File: src/rtl/nsc_pkg.sv
// Shared constants, types and codes for the nearest segment collision block.
// Used by nsc_div and nearest_segment_collision.
package nsc_pkg;

    localparam int SEGMENT_SLOTS = 256;
    localparam int SHAPE_SLOTS   = 64;
    localparam int COORD_BITS    = 24;

    localparam int SEG_W     = 8;                      // entry_index port width
    localparam int SHP_W     = 6;                      // shape_index port width
    localparam int SEG_IDX_W = $clog2(SEGMENT_SLOTS);
    localparam int SHP_IDX_W = $clog2(SHAPE_SLOTS);

    localparam int DIFF_W = COORD_BITS + 1;            // coordinate differences
    localparam int MUL_W  = DIFF_W + 1;                // signed multiplier operand
    localparam int PROD_W = 2 * MUL_W;
    localparam int RAW_W  = 2 * DIFF_W + 1;            // den, sn, tn before normalizing
    localparam int PART_W = DIFF_W;
    localparam int MAG_W  = 2 * PART_W;                // |den|, |tn|
    localparam int ACC_W  = 2 * MAG_W + 4;
    localparam int NUM_W  = MAG_W + DIFF_W + 2;        // |src*den + tn*d|

    localparam logic [1:0] CMD_LOAD  = 2'd0;
    localparam logic [1:0] CMD_FLAGS = 2'd1;
    localparam logic [1:0] CMD_QUERY = 2'd2;

    typedef struct packed {
        logic [SHP_IDX_W-1:0]         owner;
        logic signed [COORD_BITS-1:0] sx;
        logic signed [COORD_BITS-1:0] sy;
        logic signed [COORD_BITS-1:0] ex;
        logic signed [COORD_BITS-1:0] ey;
    } seg_entry_t;

    typedef enum logic [3:0] {
        S_IDLE,
        S_RD,
        S_DIFF,
        S_MUL,
        S_CHK,
        S_CMP,
        S_CMPD,
        S_FIN,
        S_NMUL,
        S_DIVS,
        S_DIV,
        S_DONE
    } state_t;

endpackage

File: src/rtl/nsc_div.sv
// Restoring divider, one quotient bit per cycle, for the hit point.
// Depends on nsc_pkg.
module nsc_div (
    input  logic                      clk,
    input  logic                      rst_n,
    input  logic                      start,
    input  logic [nsc_pkg::NUM_W-1:0] num,
    input  logic [nsc_pkg::MAG_W-1:0] den,
    output logic                      done,
    output logic [nsc_pkg::NUM_W-1:0] quo
);
    import nsc_pkg::*;

    localparam int CNT_W = $clog2(NUM_W + 1);

    logic [NUM_W-1:0] num_reg;
    logic [NUM_W-1:0] quo_reg;
    logic [MAG_W-1:0] rem_reg;
    logic [MAG_W-1:0] den_reg;
    logic [CNT_W-1:0] cnt_reg;
    logic             run_reg;
    logic             done_reg;
    logic [MAG_W:0]   trial;
    logic             fits;

    assign trial = {rem_reg, num_reg[NUM_W-1]};
    assign fits  = trial >= {1'b0, den_reg};

    always_ff @(posedge clk or negedge rst_n)
    begin
        if (!rst_n)
        begin
            run_reg  <= 1'b0;
            done_reg <= 1'b0;
            cnt_reg  <= '0;
        end
        else
        begin
            done_reg <= 1'b0;
            if (start)
            begin
                run_reg <= 1'b1;
                cnt_reg <= '0;
            end
            else if (run_reg)
            begin
                cnt_reg <= cnt_reg + 1'b1;
                if (cnt_reg == CNT_W'(NUM_W - 1))
                begin
                    run_reg  <= 1'b0;
                    done_reg <= 1'b1;
                end
            end
        end
    end

    always_ff @(posedge clk)
    begin
        if (start)
        begin
            num_reg <= num;
            den_reg <= den;
            rem_reg <= '0;
            quo_reg <= '0;
        end
        else if (run_reg)
        begin
            num_reg <= {num_reg[NUM_W-2:0], 1'b0};
            quo_reg <= {quo_reg[NUM_W-2:0], fits};
            // remainder stays below den, so MAG_W bits hold it
            rem_reg <= fits ? MAG_W'(trial - {1'b0, den_reg}) : trial[MAG_W-1:0];
        end
    end

    assign done = done_reg;
    assign quo  = quo_reg;

endmodule

File: config.mk
export PLATFORM = sky130hd
export DESIGN_NAME = nsc_div
export DESIGN_NICKNAME = d
export VERILOG_FILES = /design/src/rtl/nsc_pkg.sv /design/src/rtl/nsc_div.sv
export SDC_FILE = /design/constraint.sdc
export NUM_CORES = 1
export LEC_CHECK = 0
export BUFFER_PORTS_ARGS = -buffer_cell sky130_fd_sc_hd__buf_2
export CAP_MARGIN = 20
export CORE_MARGIN = 2
export CORE_UTILIZATION = 62
export CTS_CLUSTER_SIZE = 30
export DETAILED_ROUTE_END_ITERATION = 10
export HOLD_SLACK_MARGIN = 0.03
export PLACE_DENSITY = 0.86
export RECOVER_POWER = 25
export SYNTH_ARGS = -nofsm -noshare
export SYNTH_HDL_FRONTEND = slang
export SYNTH_SLANG_ARGS = --single-unit
export TNS_END_PERCENT = 20
File: constraint.sdc
create_clock -name clk -period 6.4 [get_ports clk]
set_input_delay 0.96 -clock clk [delete_from_list [all_inputs] [get_ports clk]]
set_output_delay 0.96 -clock clk [all_outputs]
set_load 0.01 [all_outputs]
Yosys cells after proc, flatten, opt, wreduce, memory -nomap -nowiden
Cells that the tools add are included.
{"block": "word_totals", "regBits": 263, "elab_cells": 23}
{"block": "classes", "n_mux": 11, "magnitude_cmp": 1, "eq_ne": 1, "reduce_logical": 1, "addsub": 2}
{"cell": "77-bit two-way mux", "n": 2}
{"cell": "51-bit by 50-bit >= comparator with 1-bit output", "n": 1}
{"cell": "50-bit two-way mux", "n": 1}
{"cell": "50-bit subtractor", "n": 1}
{"cell": "7-bit two-way mux", "n": 2}
{"cell": "7-bit by 1-bit adder with 7-bit output, second input constant", "n": 1}
{"cell": "7-bit == test, second input constant", "n": 1}
{"cell": "1-bit two-way mux", "n": 6}
{"cell": "2-bit nonzero test", "n": 1}

Depth between registers and ports, before layout
Gate-level depths: netlist of run 1.
{"block": "depth", "ltp_word": 4, "mapped_depth": 14}

Least setup slack after synthesis of run 1
OpenSTA, ideal clock, no wires.
{"block": "synth_path", "kind": "input-to-reg", "startpoint": "input start", "endpoint": "register num_reg[0] (enable)", "slack_ns": 3.221, "arrival_ns": 2.747, "path_stages": 3, "path_buffers": 1, "required_time_ns": 5.968, "cell_sequence": "clkbuf_1 > nor2_1 > inv_1"}
{"block": "synth_via", "elab_chain_len": 1}
{"element": "from (decl)", "line_no": "nsc_div.sv:6", "source": "input logic start,"}
{"element": "2-bit nonzero test (no line)"}
{"element": "to (signal assigned)", "line_no": "nsc_div.sv:61", "source": "num_reg <= num;"}
{"element": "to (signal assigned)", "line_no": "nsc_div.sv:68", "source": "num_reg <= {num_reg[NUM_W-2:0], 1'b0};"}
{"element": "to (decl)", "line_no": "nsc_div.sv:16", "source": "logic [NUM_W-1:0] num_reg;"}
Every way passes these cells.
A chain may end at the register's enable or synchronous reset.

Worst setup path after layout of run 1
{"block": "layout_path", "startpoint": "register den_reg[1]", "endpoint": "register rem_reg[19]"}
{"block": "layout_via", "elab_chain_len": 2, "elab_cells_between_ends": 3, "cone_classes": "1 x add/sub; 1 x order compare; 1 x mux"}
{"element": "from (decl)", "line_no": "nsc_div.sv:19", "source": "logic [MAG_W-1:0] den_reg;"}
{"element": "from (signal assigned)", "line_no": "nsc_div.sv:62", "source": "den_reg <= den;"}
{"element": "50-bit subtractor or 51-bit by 50-bit >= comparator with 1-bit output (tied branches)", "line_no": "nsc_div.sv:71, nsc_div.sv:27"}
{"element": "50-bit two-way mux (*)", "line_no": "nsc_div.sv:71", "source": "rem_reg <= fits ? MAG_W'(trial - {1'b0, den_reg}) : trial[MAG_W-1:0];"}
{"element": "to (signal assigned)", "line_no": "nsc_div.sv:71"}
{"element": "to (decl)", "line_no": "nsc_div.sv:18", "source": "logic [MAG_W-1:0] rem_reg;"}
Mark *: on every way between the ends. The rest lies on a longest branch, timed or not.

==> reports/results.ini, run 1 <==
[place]
gp_congestion = 0.967
dp.final_hpwl_mm = 19.8
placedCellCount = 1647
detailed_place.area_sq_um = 14200
placement.io_buffers = 207

[synth]
syn_inst = 1226
yosys_register_bits = 263
dominantRegCellSynth = sky130_fd_sc_hd__edfxtp_1
synthTopCellsByArea = sky130_fd_sc_hd__edfxtp_1 (29%), sky130_fd_sc_hd__dfxtp_1 (20%), sky130_fd_sc_hd__mux2i_1 (8.2%), sky130_fd_sc_hd__mux2_2 (6.7%), sky130_fd_sc_hd__ha_1 (5.0%)
post_synth_instance_area_sq_um = 13000
synth_area_leader_cell = sky130_fd_sc_hd__edfxtp_1
synth_sequential_area_ratio_pct = 50.5
net_count_after_synthesis = 1409
postSynth.asyncResetShare_pct = 3.42
netlist.area_leader.share_pct = 29.3
synth_warnings = 0
ys_types = 65
synthesis.area_per_instance_sq_um = 10.6
synth-edff-count = 127

[critical_path]
timing.critical_path.max_delay_family = compound AO/OA/AOI/OAI gates
crit_fanout = 39
cp_slowest_cell = sky130_fd_sc_hd__a2111oi_4
regToRegEndpoint = rem_reg[19]
worst_r2r_path_depth = 12
critPathBufInv = 2
slowest_delay_ns = 0.50
critical_path.reg2reg.startpoint = den_reg[1]
critPathLaunchType = flip-flop
critPathMostFrequentCell = sky130_fd_sc_hd__o2111ai_1
cp.arrival_ns = 3.98
timing.critical_path.required_ns = 6.83
timing.setup.critical_path_class = flip-flop to flip-flop
crit_chain = inv_1 -> ha_1 -> nor2b_1 -> o2111ai_1 -> a2111oi_4 -> o2111ai_1 -> nand2_1 -> a32oi_2 -> o31ai_4 -> buf_4 -> mux2i_1 -> a211oi_1
r2r_slack_ns = 2.85
setup.worst_path.start = den_reg[1]
critPathCaptureType = flip-flop

[cells_and_area]
areaGrowthSynthToFinish_pct = 16.2
most-common-layout-cells = sky130_fd_sc_hd__buf_2 (200), sky130_fd_sc_hd__nor2_1 (156), sky130_fd_sc_hd__edfxtp_1 (127), sky130_fd_sc_hd__dfxtp_1 (127), sky130_fd_sc_hd__mux2i_1 (107)
drive_gt1_share_pct = 23.9
fin_area_sq_um = 15100
final_common_cell = sky130_fd_sc_hd__buf_2
final_cell_count_no_fill = 1701
layout.nets = 1586

[sta]
final-hold-violation-count = 0
layout_worst_path_cycle_share_pct = 55.5
min_period_ns = 3.55
rsz0062_at_grt = false
worst_slew_pin_slew_ns = 1.01
worst_clock_skew_ns = 0.0375
finalSetupViolCount = 0
slew_viol_final = 0
max-slew-margin-rel_pct = 32.5
finalHoldWorstSlack_ns = 0.328
max_freq_mhz = 282
finalSetupTns_ns = 0

[clock_tree]
hold_bufs_inserted_after_cts = 0
htree_num_levels = 1
cts_resized = 0
clk_root_buffer_cell = sky130_fd_sc_hd__clkbuf_16
tritoncts_clock_tree = built
clkSinkCount = 263
cts.path.max_buffers = 3
cts-buffers-inserted = 28
post_cts_buffers = 0
worst_skew_pair.late_latency_ns = 0.57
clk_transition_reported_paths_ns = 0.06

[global_routing]
grt_util_all_layers_pct = 26.3
first_global_vias = 9877
antenna_violations_before_repair = 6
overflow = 0
grt_pass1_wl_mm = 47.8
grt_start_max_net_pins = 88

[routing]
wirelength_mm = 29.4
routedWlPerCell_microns = 17.3
drtPass1Iterations = 7
antenna_violating_nets_post_route = 0
viasPerCell = 5.72
detail_route.drc_violations = 0
detail_route.iter0.violations = 600
num_vias = 9731

[run]
max_cap_violations = 0

[die]
fp.dieArea_sq_um = 22200
fp.dieH_microns = 149
core.rowCount = 53
chipWidth_microns = 149
floorplan.io_pins = 208
core_area_sq_um = 20800
initial_utilization_pct = 62.6

[run_status]
status = completed

[pwr]
total_power_mw = 5.35
power.static_leakage_nw = 7.08
irDropWorstVdd_uv = 227
power.density_nw_per_um2 = 354

[min_path]
hold_path.class = input pin to async pin

==> cells by family (layout without fill, tap and decap cells) <==
family	count (synthesis)	in the layout	synth area share, %
other cells	0	2	0
buf+inv	138	336	4.08
mux	184	184	14.9
simple gates	299	299	9.96
compound gates	241	241	12.2
flops	263	263	50.5
fa+ha+maj	53	53	5.15
xor+xnor	48	48	3.23
==> area by class of cell <==
| class | count | area (sq um) |
|---|---|---|
| fill | 1463 | 5680 |
| clock buffer | 45 | 840 |
| multi-input combinational | 825 | 5920 |
| inverter | 69 | 259 |
| timing repair buffer | 216 | 1100 |
| tap | 275 | 344 |
| antenna | 2 | 5.00 |
| sequential | 263 | 6590 |
| clock inverter | 6 | 85.1 |
==> worst reg2reg max path, stage by stage, from the launching register on <==
cell                        delay (ns)
sky130_fd_sc_hd__edfxtp_1         0.32
sky130_fd_sc_hd__inv_1            0.06
sky130_fd_sc_hd__ha_1             0.28
sky130_fd_sc_hd__nor2b_1          0.19
sky130_fd_sc_hd__o2111ai_1        0.24
sky130_fd_sc_hd__a2111oi_4        0.50
sky130_fd_sc_hd__o2111ai_1        0.23
sky130_fd_sc_hd__nand2_1          0.20
sky130_fd_sc_hd__a32oi_2          0.17
sky130_fd_sc_hd__o31ai_4          0.26
sky130_fd_sc_hd__buf_4            0.49
sky130_fd_sc_hd__mux2i_1          0.18
sky130_fd_sc_hd__a211oi_1         0.29
==> layer usage <==
metal	vias to the layer above	wire, microns	GRT usage, %
li1	4754	-	-
met1	4574	12000	31.5
met3	87	2220	8.23
met2	312	14100	45.0
met5	-	27	0
met4	4	1060	9.14
==> report_power, final <==
part	leakage, nW	internal [mW]	total [mW]	switching, mW
logic	4.18	0.693	1.65	0.954
clock network	0.453	0.942	1.61	0.668
registers	2.45	1.97	2.09	0.123
total	7.08	3.61	5.35	1.74
==> per-stage QoR <==
stage | setup slack [ns] | utilization [%]
after floorplan | 3.22 | -
after global placement | 3.04 | 68.2
after detailed placement | 2.91 | 68.2
after CTS | 2.86 | 72.7
after global routing | 2.57 | 72.7
final | 2.85 | 72.7
==> cell usage after synthesis (4+ instances only) <==
library cell and number:
sky130_fd_sc_hd__nor3_1 6, sky130_fd_sc_hd__o211ai_1 6, sky130_fd_sc_hd__xor2_1 21, sky130_fd_sc_hd__a21o_1 24, sky130_fd_sc_hd__a31oi_1 7, sky130_fd_sc_hd__and2_1 8, sky130_fd_sc_hd__mux2i_1 107, sky130_fd_sc_hd__nor2_1 156
sky130_fd_sc_hd__inv_1 69, sky130_fd_sc_hd__buf_1 6, sky130_fd_sc_hd__o221ai_1 4, sky130_fd_sc_hd__a211oi_1 38, sky130_fd_sc_hd__xnor2_1 27, sky130_fd_sc_hd__a21oi_1 67, sky130_fd_sc_hd__nand3_1 11, sky130_fd_sc_hd__dfrtp_1 9
sky130_fd_sc_hd__edfxtp_1 127, sky130_fd_sc_hd__dfxtp_1 127, sky130_fd_sc_hd__nand2_1 72, sky130_fd_sc_hd__nand4_1 22, sky130_fd_sc_hd__mux2_2 77, sky130_fd_sc_hd__ha_1 52, sky130_fd_sc_hd__clkbuf_1 58, sky130_fd_sc_hd__o21bai_1 12
sky130_fd_sc_hd__o21ai_0 52
==> worst max path at each step <==
stage | endpoint | depth (start not counted)
after floorplan | num_reg[0] | 3
after CTS | rem_reg[46] | 14
after global placement | rem_reg[46] | 14
after detailed placement | rem_reg[46] | 14
after global routing | rem_reg[46] | 14
final | rem_reg[19] | 12
(Power assumes the default switching activity.)
==> run 2: changes to the inputs <==
--- a/config.mk
+++ b/config.mk
@@ -8,11 +8,11 @@
 export BUFFER_PORTS_ARGS = -buffer_cell sky130_fd_sc_hd__buf_2
 export CAP_MARGIN = 20
 export CORE_MARGIN = 2
-export CORE_UTILIZATION = 62
+export CORE_UTILIZATION = 57
 export CTS_CLUSTER_SIZE = 30
 export DETAILED_ROUTE_END_ITERATION = 10
 export HOLD_SLACK_MARGIN = 0.03
-export PLACE_DENSITY = 0.86
+export PLACE_DENSITY = 0.8
 export RECOVER_POWER = 25
 export SYNTH_ARGS = -nofsm -noshare
 export SYNTH_HDL_FRONTEND = slang
==> constraint.sdc (replaced) <==
create_clock -name clk -period 3.5 [get_ports clk]
set_input_delay 0.525 -clock clk [delete_from_list [all_inputs] [get_ports clk]]
set_output_delay 0.525 -clock clk [all_outputs]
set_load 0.01 [all_outputs]
==> run 2 against run 1 <==
The run now ends with capacitance limit, slew limit left. Core utilization fell by 5.1 points. Wire length fell by 2.9%. Worst setup slack got worse by 2.6 ns. Clock skew rose by 0.00068 ns. Sequential power rose by 83%. Power rose by 82%. Clock-buffer cell count fell by 5. Register-to-register slack got worse by 2.6 ns. First-iteration DRC count fell by 10%. Non-clock buffer count rose by 8. Largest cell class unchanged.
==> reports/results.ini, run 2 (synthesis gave the netlist of run 1 again) <==
[cells_and_area]
areaGrowthSynthToFinish_pct = 17.1
fin_area_sq_um = 15300  ; +0.76%
drive_gt1_share_pct = 24.7  ; +0.83 points
layout.nets = 1594  ; +0.50%
most-common-layout-cells = sky130_fd_sc_hd__buf_2 (203), sky130_fd_sc_hd__nor2_1 (156), sky130_fd_sc_hd__edfxtp_1 (127), sky130_fd_sc_hd__dfxtp_1 (127), sky130_fd_sc_hd__mux2i_1 (107)
final_common_cell = sky130_fd_sc_hd__buf_2

[routing]
drtPass1Iterations = 5  ; -2
viasPerCell = 5.64  ; -1.3%
num_vias = 9724  ; -0.072%
antenna_violating_nets_post_route = 0  ; unchanged
routedWlPerCell_microns = 16.6  ; -4.1%
detail_route.iter0.violations = 539  ; -10%
wirelength_mm = 28.6  ; -2.9%
detail_route.drc_violations = 0  ; unchanged

[die]
core_area_sq_um = 22600  ; +8.4%
initial_utilization_pct = 57.7  ; -4.8 points
core.rowCount = 55  ; +3.8%
chipWidth_microns = 155  ; +4.2%
fp.dieH_microns = 155  ; +4.2%
fp.dieArea_sq_um = 24100  ; +8.5%
floorplan.io_pins = 208  ; unchanged

[place]
placement.io_buffers = 207  ; unchanged
detailed_place.area_sq_um = 14300  ; +0.95%
dp.final_hpwl_mm = 19.7  ; -0.64%
gp_congestion = 0.922  ; -4.6%

[sta]
slew_viol_final = 77  ; +77
max_freq_mhz = 304  ; +8.0%
worst_slew_pin_slew_ns = 1.63  ; +0.619 ns
finalSetupTns_ns = 0  ; unchanged
finalSetupViolCount = 0  ; unchanged
finalHoldWorstSlack_ns = 0.126  ; -0.202 ns
rsz0062_at_grt = false
min_period_ns = 3.29  ; -0.264 ns
worst_clock_skew_ns = 0.0382  ; +0.000676 ns
max-slew-margin-rel_pct = -8.74  ; -41 points
layout_worst_path_cycle_share_pct = 93.9  ; +38 points
final-hold-violation-count = 0  ; unchanged

[critical_path]
timing.critical_path.max_delay_family = compound AO/OA/AOI/OAI gates
crit_chain = inv_1 -> ha_1 -> inv_1 -> fa_1 -> a21oi_1 -> o211ai_1 -> nand3b_1 -> o211ai_1 -> o21ai_1 -> nand2_1 -> a2111oi_2 -> xnor2_1 -> mux2i_1 -> a211oi_1
critPathLaunchType = flip-flop
timing.critical_path.required_ns = 3.97  ; -2.86 ns
slowest_delay_ns = 0.47  ; -0.03 ns
crit_fanout = 3  ; -92%
critPathCaptureType = flip-flop
cp.arrival_ns = 3.75  ; -0.23 ns
critPathBufInv = 2  ; unchanged
worst_r2r_path_depth = 14  ; +2
cp_slowest_cell = sky130_fd_sc_hd__a2111oi_2
path_depth = 14  ; +2
timing.setup.critical_path_class = flip-flop to flip-flop

[pwr]
seq_power_share_pct = 39.2  ; about the same
power.share.switching_pct = 32.3  ; -0.26 points
combinationalPowerShare_pct = 31.6  ; +0.8 points
power.static_leakage_nw = 7.14  ; +0.87%
power.density_nw_per_um2 = 640  ; +81%
switching_power_mw = 3.16  ; +81%
irDropWorstVdd_uv = 505  ; +120%
clockPowerShare_pct = 29.2  ; -0.9 points
p_int_mw = 6.60  ; +83%

[run_status]
violations = capacitance limit, slew limit
status = finished with violations

[clock_tree]
tritoncts_clock_tree = built
cts-buffers-inserted = 28  ; unchanged
clk_root_buffer_cell = sky130_fd_sc_hd__clkbuf_16
clkSinkCount = 263  ; unchanged
post_cts_buffers = 0  ; unchanged
htree_num_levels = 1  ; unchanged
worst_skew_pair.late_latency_ns = 0.57  ; about the same
cts.path.max_buffers = 3  ; unchanged
clk_transition_reported_paths_ns = 0.06  ; about the same

[global_routing]
grt_start_max_net_pins = 91  ; +3.4%
first_global_vias = 9749  ; -1.3%
grt_pass1_wl_mm = 46.6  ; -2.6%
grt_util_all_layers_pct = 23.5  ; -2.9 points
antenna_violations_before_repair = 8  ; +2
overflow = 0  ; unchanged

[min_path]
number_of_stages_on_the_worst_hold_path = 1
hold_path.class = input pin to flip-flop

[run]
max_cap_violations = 1  ; +1

==> run 2: through the flow <==
stage	cells	utilization [%]	total power, mW	setup WS, ns
after floorplan	1226	-	6.17	0.425
after global placement	1665	63.5	6.84	0.125
after detailed placement	1665	63.5	6.91	0.0175
after CTS	1718	67.6	9.80	0.0644
after global routing	1721	67.6	10.3	0.00306
final	1723	67.6	9.76	0.215
==> run 2: layout make-up <==
| cell class | instances | area, sq um |
|---|---|---|
| inverter | 69 | 259 |
| timing repair buffer | 224 | 1210 |
| tap | 285 | 357 |
| antenna | 5 | 12.5 |
| sequential | 263 | 6580 |
| multi-input combinational | 825 | 5930 |
| fill | 1755 | 7320 |
| clock inverter | 12 | 83.8 |
| clock buffer | 40 | 822 |
==> run 2: worst paths after layout <==
check | slack [ns] | from | end
worst max register to register | 0.21 | num_reg[76] | rem_reg[48]
max in group asynchronous | 2.70 | rst_n | run_reg
worst max-delay path | 0.21 | num_reg[76] | rem_reg[48]
worst min-delay path | 0.13 | den[45] | den_reg[45]
worst min register to register | 0.50 | rem_reg[46] | rem_reg[46]
min in group asynchronous | 0.45 | rst_n | cnt_reg[0]
==> run 2: repair_timing <==
action	4_1_cts	5_1_grt
hold endpoints to repair	9	0
setup endpoints to repair	1	8
hold buffers	1	0
resized for setup	1	3
pin swaps	0	2
==> run 2: layer usage <==
metal / track usage [%] / vias up / routed length (microns)
li1: - / 4772 / -
met1: 28.2 / 4612 / 12000
met2: 40.3 / 265 / 13600
met3: 7.21 / 71 / 2100
met4: 7.91 / 4 / 892
met5: 0 / - / 27
==> run 2: power groups by stage <==
stage	registers, mW	logic [mW]	clock network (mW)
global placement	3.87	2.97	0
CTS	3.82	3.06	2.92
detailed placement	3.88	3.03	0
floorplan	3.82	2.36	0
global route	3.86	3.43	3.03
finish	3.82	3.08	2.85
==> run 3: changes to the inputs <==
--- a/config.mk
+++ b/config.mk
@@ -5,15 +5,16 @@
 export SDC_FILE = /design/constraint.sdc
 export NUM_CORES = 1
 export LEC_CHECK = 0
-export BUFFER_PORTS_ARGS = -buffer_cell sky130_fd_sc_hd__buf_2
 export CAP_MARGIN = 20
 export CORE_MARGIN = 2
-export CORE_UTILIZATION = 57
+export CORE_UTILIZATION = 64
 export CTS_CLUSTER_SIZE = 30
 export DETAILED_ROUTE_END_ITERATION = 10
+export DONT_BUFFER_PORTS = 1
 export HOLD_SLACK_MARGIN = 0.03
 export PLACE_DENSITY = 0.8
 export RECOVER_POWER = 25
+export SKIP_LAST_GASP = 1
 export SYNTH_ARGS = -nofsm -noshare
 export SYNTH_HDL_FRONTEND = slang
 export SYNTH_SLANG_ARGS = --single-unit
==> run 3 against run 2 <==
The flow now finishes without violations. Global-route usage rose by 0.91 points. Sequential share of layout area rose by 3.5 points. Sequential power barely moved. Clock-buffer cell count rose by 2. First-iteration DRC count fell by 1.1%. Final cell count fell by 13%. Combinational power fell by 2%. Core utilization rose by 2.6 points. Clock skew fell by 0.018 ns. Power fell by 1.8%. Critical endpoint is now rem_reg[45]. Largest power group unchanged. Highest routed layer unchanged.
==> reports/results.ini, run 3 (synthesis gave the netlist of run 1 again) <==
[routing]
num_vias = 8871  ; -8.8%
viasPerCell = 5.93  ; +5.1%
drtPass1Iterations = 5  ; unchanged
routedWlPerCell_microns = 18.3  ; +10%
detail_route.iter0.violations = 533  ; -1.1%
wirelength_mm = 27.3  ; -4.4%
detail_route.drc_violations = 0  ; unchanged
antenna_violating_nets_post_route = 0  ; unchanged

[sta]
worst_slew_pin_slew_ns = 0.724  ; -0.907 ns
worst_clock_skew_ns = 0.0201  ; -0.0181 ns
max_freq_mhz = 301  ; -1.0%
slew_viol_final = 0  ; -100%
layout_worst_path_cycle_share_pct = 94.8  ; +0.95 points
min_period_ns = 3.32  ; +0.0332 ns
final-hold-violation-count = 0  ; unchanged
finalSetupViolCount = 0  ; unchanged
finalSetupTns_ns = 0  ; unchanged
finalHoldWorstSlack_ns = 0.0738  ; -0.0527 ns
rsz0062_at_grt = true
max-slew-margin-rel_pct = 51.7  ; +60 points

[die]
floorplan.io_pins = 208  ; unchanged
core.rowCount = 52  ; -5.5%
chipWidth_microns = 147  ; -5.5%
fp.dieH_microns = 147  ; -5.5%
core_area_sq_um = 20100  ; -11%
initial_utilization_pct = 64.8  ; +7.1 points
fp.dieArea_sq_um = 21500  ; -11%

[critical_path]
cp.arrival_ns = 3.74  ; about the same
timing.setup.critical_path_class = flip-flop to flip-flop
crit_fanout = 4  ; +1
critPathLaunchType = flip-flop
critPathCaptureType = flip-flop
timing.critical_path.required_ns = 3.92  ; -0.05 ns

[cells_and_area]
most-common-layout-cells = sky130_fd_sc_hd__nor2_1 (156), sky130_fd_sc_hd__edfxtp_1 (127), sky130_fd_sc_hd__dfxtp_1 (127)
layout.core_utilization_pct = 70.2  ; +2.6 points
areaGrowthSynthToFinish_pct = 8.31
layout.nets = 1385  ; -13%
fin_area_sq_um = 14100  ; -7.5%
ff_latch_area_sq_um = 6590  ; about the same
drive_gt1_share_pct = 11.6  ; -13 points
num-fill-cells = 1453  ; -17%
multi_input_area_sq_um = 5930  ; unchanged
final_common_cell = sky130_fd_sc_hd__nor2_1

[clock_tree]
worst_skew_pair.late_latency_ns = 0.54  ; -0.03 ns
cts.path.max_buffers = 3  ; unchanged
htree_num_levels = 1  ; unchanged
clk_transition_reported_paths_ns = 0.06  ; about the same
clkSinkCount = 263  ; unchanged
clk_root_buffer_cell = sky130_fd_sc_hd__clkbuf_16
tritoncts_clock_tree = built
cts-buffers-inserted = 27  ; -3.6%

[global_routing]
grt_pass1_wl_mm = 43.4  ; -6.8%
overflow = 0  ; unchanged
antenna_violations_before_repair = 7  ; -1
first_global_vias = 8737  ; -10%
grt_util_all_layers_pct = 24.4  ; +0.91 points
grt_start_max_net_pins = 255  ; +180%

[pwr]
power.share.switching_pct = 32.5  ; +0.14 points
p_int_mw = 6.47  ; -2.0%
seq_power_share_pct = 40.1  ; +0.9 points
switching_power_mw = 3.11  ; -1.4%
power.static_leakage_nw = 6.16  ; -14%
power.density_nw_per_um2 = 679  ; +6.2%
total_power_mw = 9.58  ; -1.8%
clockPowerShare_pct = 28.4  ; -0.8 points
combinationalPowerShare_pct = 31.6  ; about the same
irDropWorstVdd_uv = 628  ; +24%

[run_status]
status = completed

[place]
gp_congestion = 0.924  ; +0.25%
detailed_place.area_sq_um = 13200  ; -8.0%
dp.final_hpwl_mm = 18.1  ; -7.9%
placement.io_buffers = 0  ; -100%

[min_path]
hold_path.class = input pin to flip-flop

[run]
max_cap_violations = 0  ; -1

-- run 3: cell types whose count changed in the layout (fill, tap and decap cells not counted), moves of 2 or more --
cell / delta
sky130_fd_sc_hd__buf_12: -3
sky130_fd_sc_hd__clkinv_2: -6
sky130_fd_sc_hd__clkinv_1: -2
sky130_fd_sc_hd__buf_2: -203
sky130_fd_sc_hd__buf_4: +2
sky130_fd_sc_hd__clkbuf_16: -2
sky130_fd_sc_hd__buf_6: +2
sky130_fd_sc_hd__clkbuf_1: +2
sky130_fd_sc_hd__clkbuf_2: -3
-- run 3: what timing repair did --
item | in CTS | in global routing
endpoints found under the setup margin | 1 | 50
pin swaps | 0 | 2
endpoints found under the hold margin | 9 | 0
hold buffers | 1 | 0
gates resized for setup | 1 | 4
cloned | 0 | 2
setup buffers | 0 | 4
-- run 3: worst max-delay path: stages (launching register included) --
cell	delay, ns
sky130_fd_sc_hd__edfxtp_1	0.33
sky130_fd_sc_hd__inv_1	0.07
sky130_fd_sc_hd__ha_1	0.29
sky130_fd_sc_hd__nor2b_1	0.18
sky130_fd_sc_hd__o2111ai_1	0.21
sky130_fd_sc_hd__a2111oi_4	0.43
sky130_fd_sc_hd__buf_4	0.18
sky130_fd_sc_hd__o211ai_2	0.10
sky130_fd_sc_hd__a31oi_1	0.37
sky130_fd_sc_hd__a21oi_2	0.15
sky130_fd_sc_hd__o21ai_2	0.31
sky130_fd_sc_hd__a41oi_1	0.17
sky130_fd_sc_hd__mux2i_1	0.15
sky130_fd_sc_hd__a211o_1	0.26
-- run 3: cell type report --
cell class	count	share of cell area [%]
timing repair buffer	16	1.13
clock buffer	42	5.41
clock inverter	5	0.470
antenna	5	0.0887
sequential	263	46.7
tap	270	2.39
inverter	69	1.84
multi-input combinational	825	42.0
-- run 3: through the flow --
stage	std cells	setup WS (ns)
2_1_floorplan	1226	0.425
3_3_place_gp	1436	0.138
3_5_place_dp	1436	-0.0472
4_1_cts	1484	0.0345
5_1_grt	1493	-0.0696
6_report	1495	0.182
-- run 3: path summary, 6_finish.rpt --
path | start | endpoint | slack [ns] | cells past startpoint
worst max-delay path | den_reg[1] | rem_reg[45] | 0.18 | 13
worst min-delay path | den[21] | den_reg[21] | 0.07 | 0
worst max register to register | den_reg[1] | rem_reg[45] | 0.18 | 13
worst min register to register | rem_reg[49] | rem_reg[49] | 0.49 | 1
max in group asynchronous | rst_n | run_reg | 2.80 | 1
min in group asynchronous | rst_n | cnt_reg[3] | 0.37 | 1
-- run 3: power by group through the flow --
stage	combinational, mW	clock [mW]	sequential (mW)
floorplan	2.36	0	3.82
global placement	2.78	0	3.88
detailed placement	2.84	0	3.89
CTS	2.85	2.77	3.83
global route	3.33	2.90	3.88
finish	3.02	2.72	3.84
-- run 3: routing by layer --
metal  vias to the layer above  GRT usage [%]  wire length (microns)  share of wire (%)
met5                         -              0                     27              0.099
met4                         4           6.84                    655                2.4
met3                        61           7.84                   2250                8.2
met2                       302           40.5                  13000                 48
met1                      4159           30.8                  11400                 42
li1                       4345              -                      -                  -
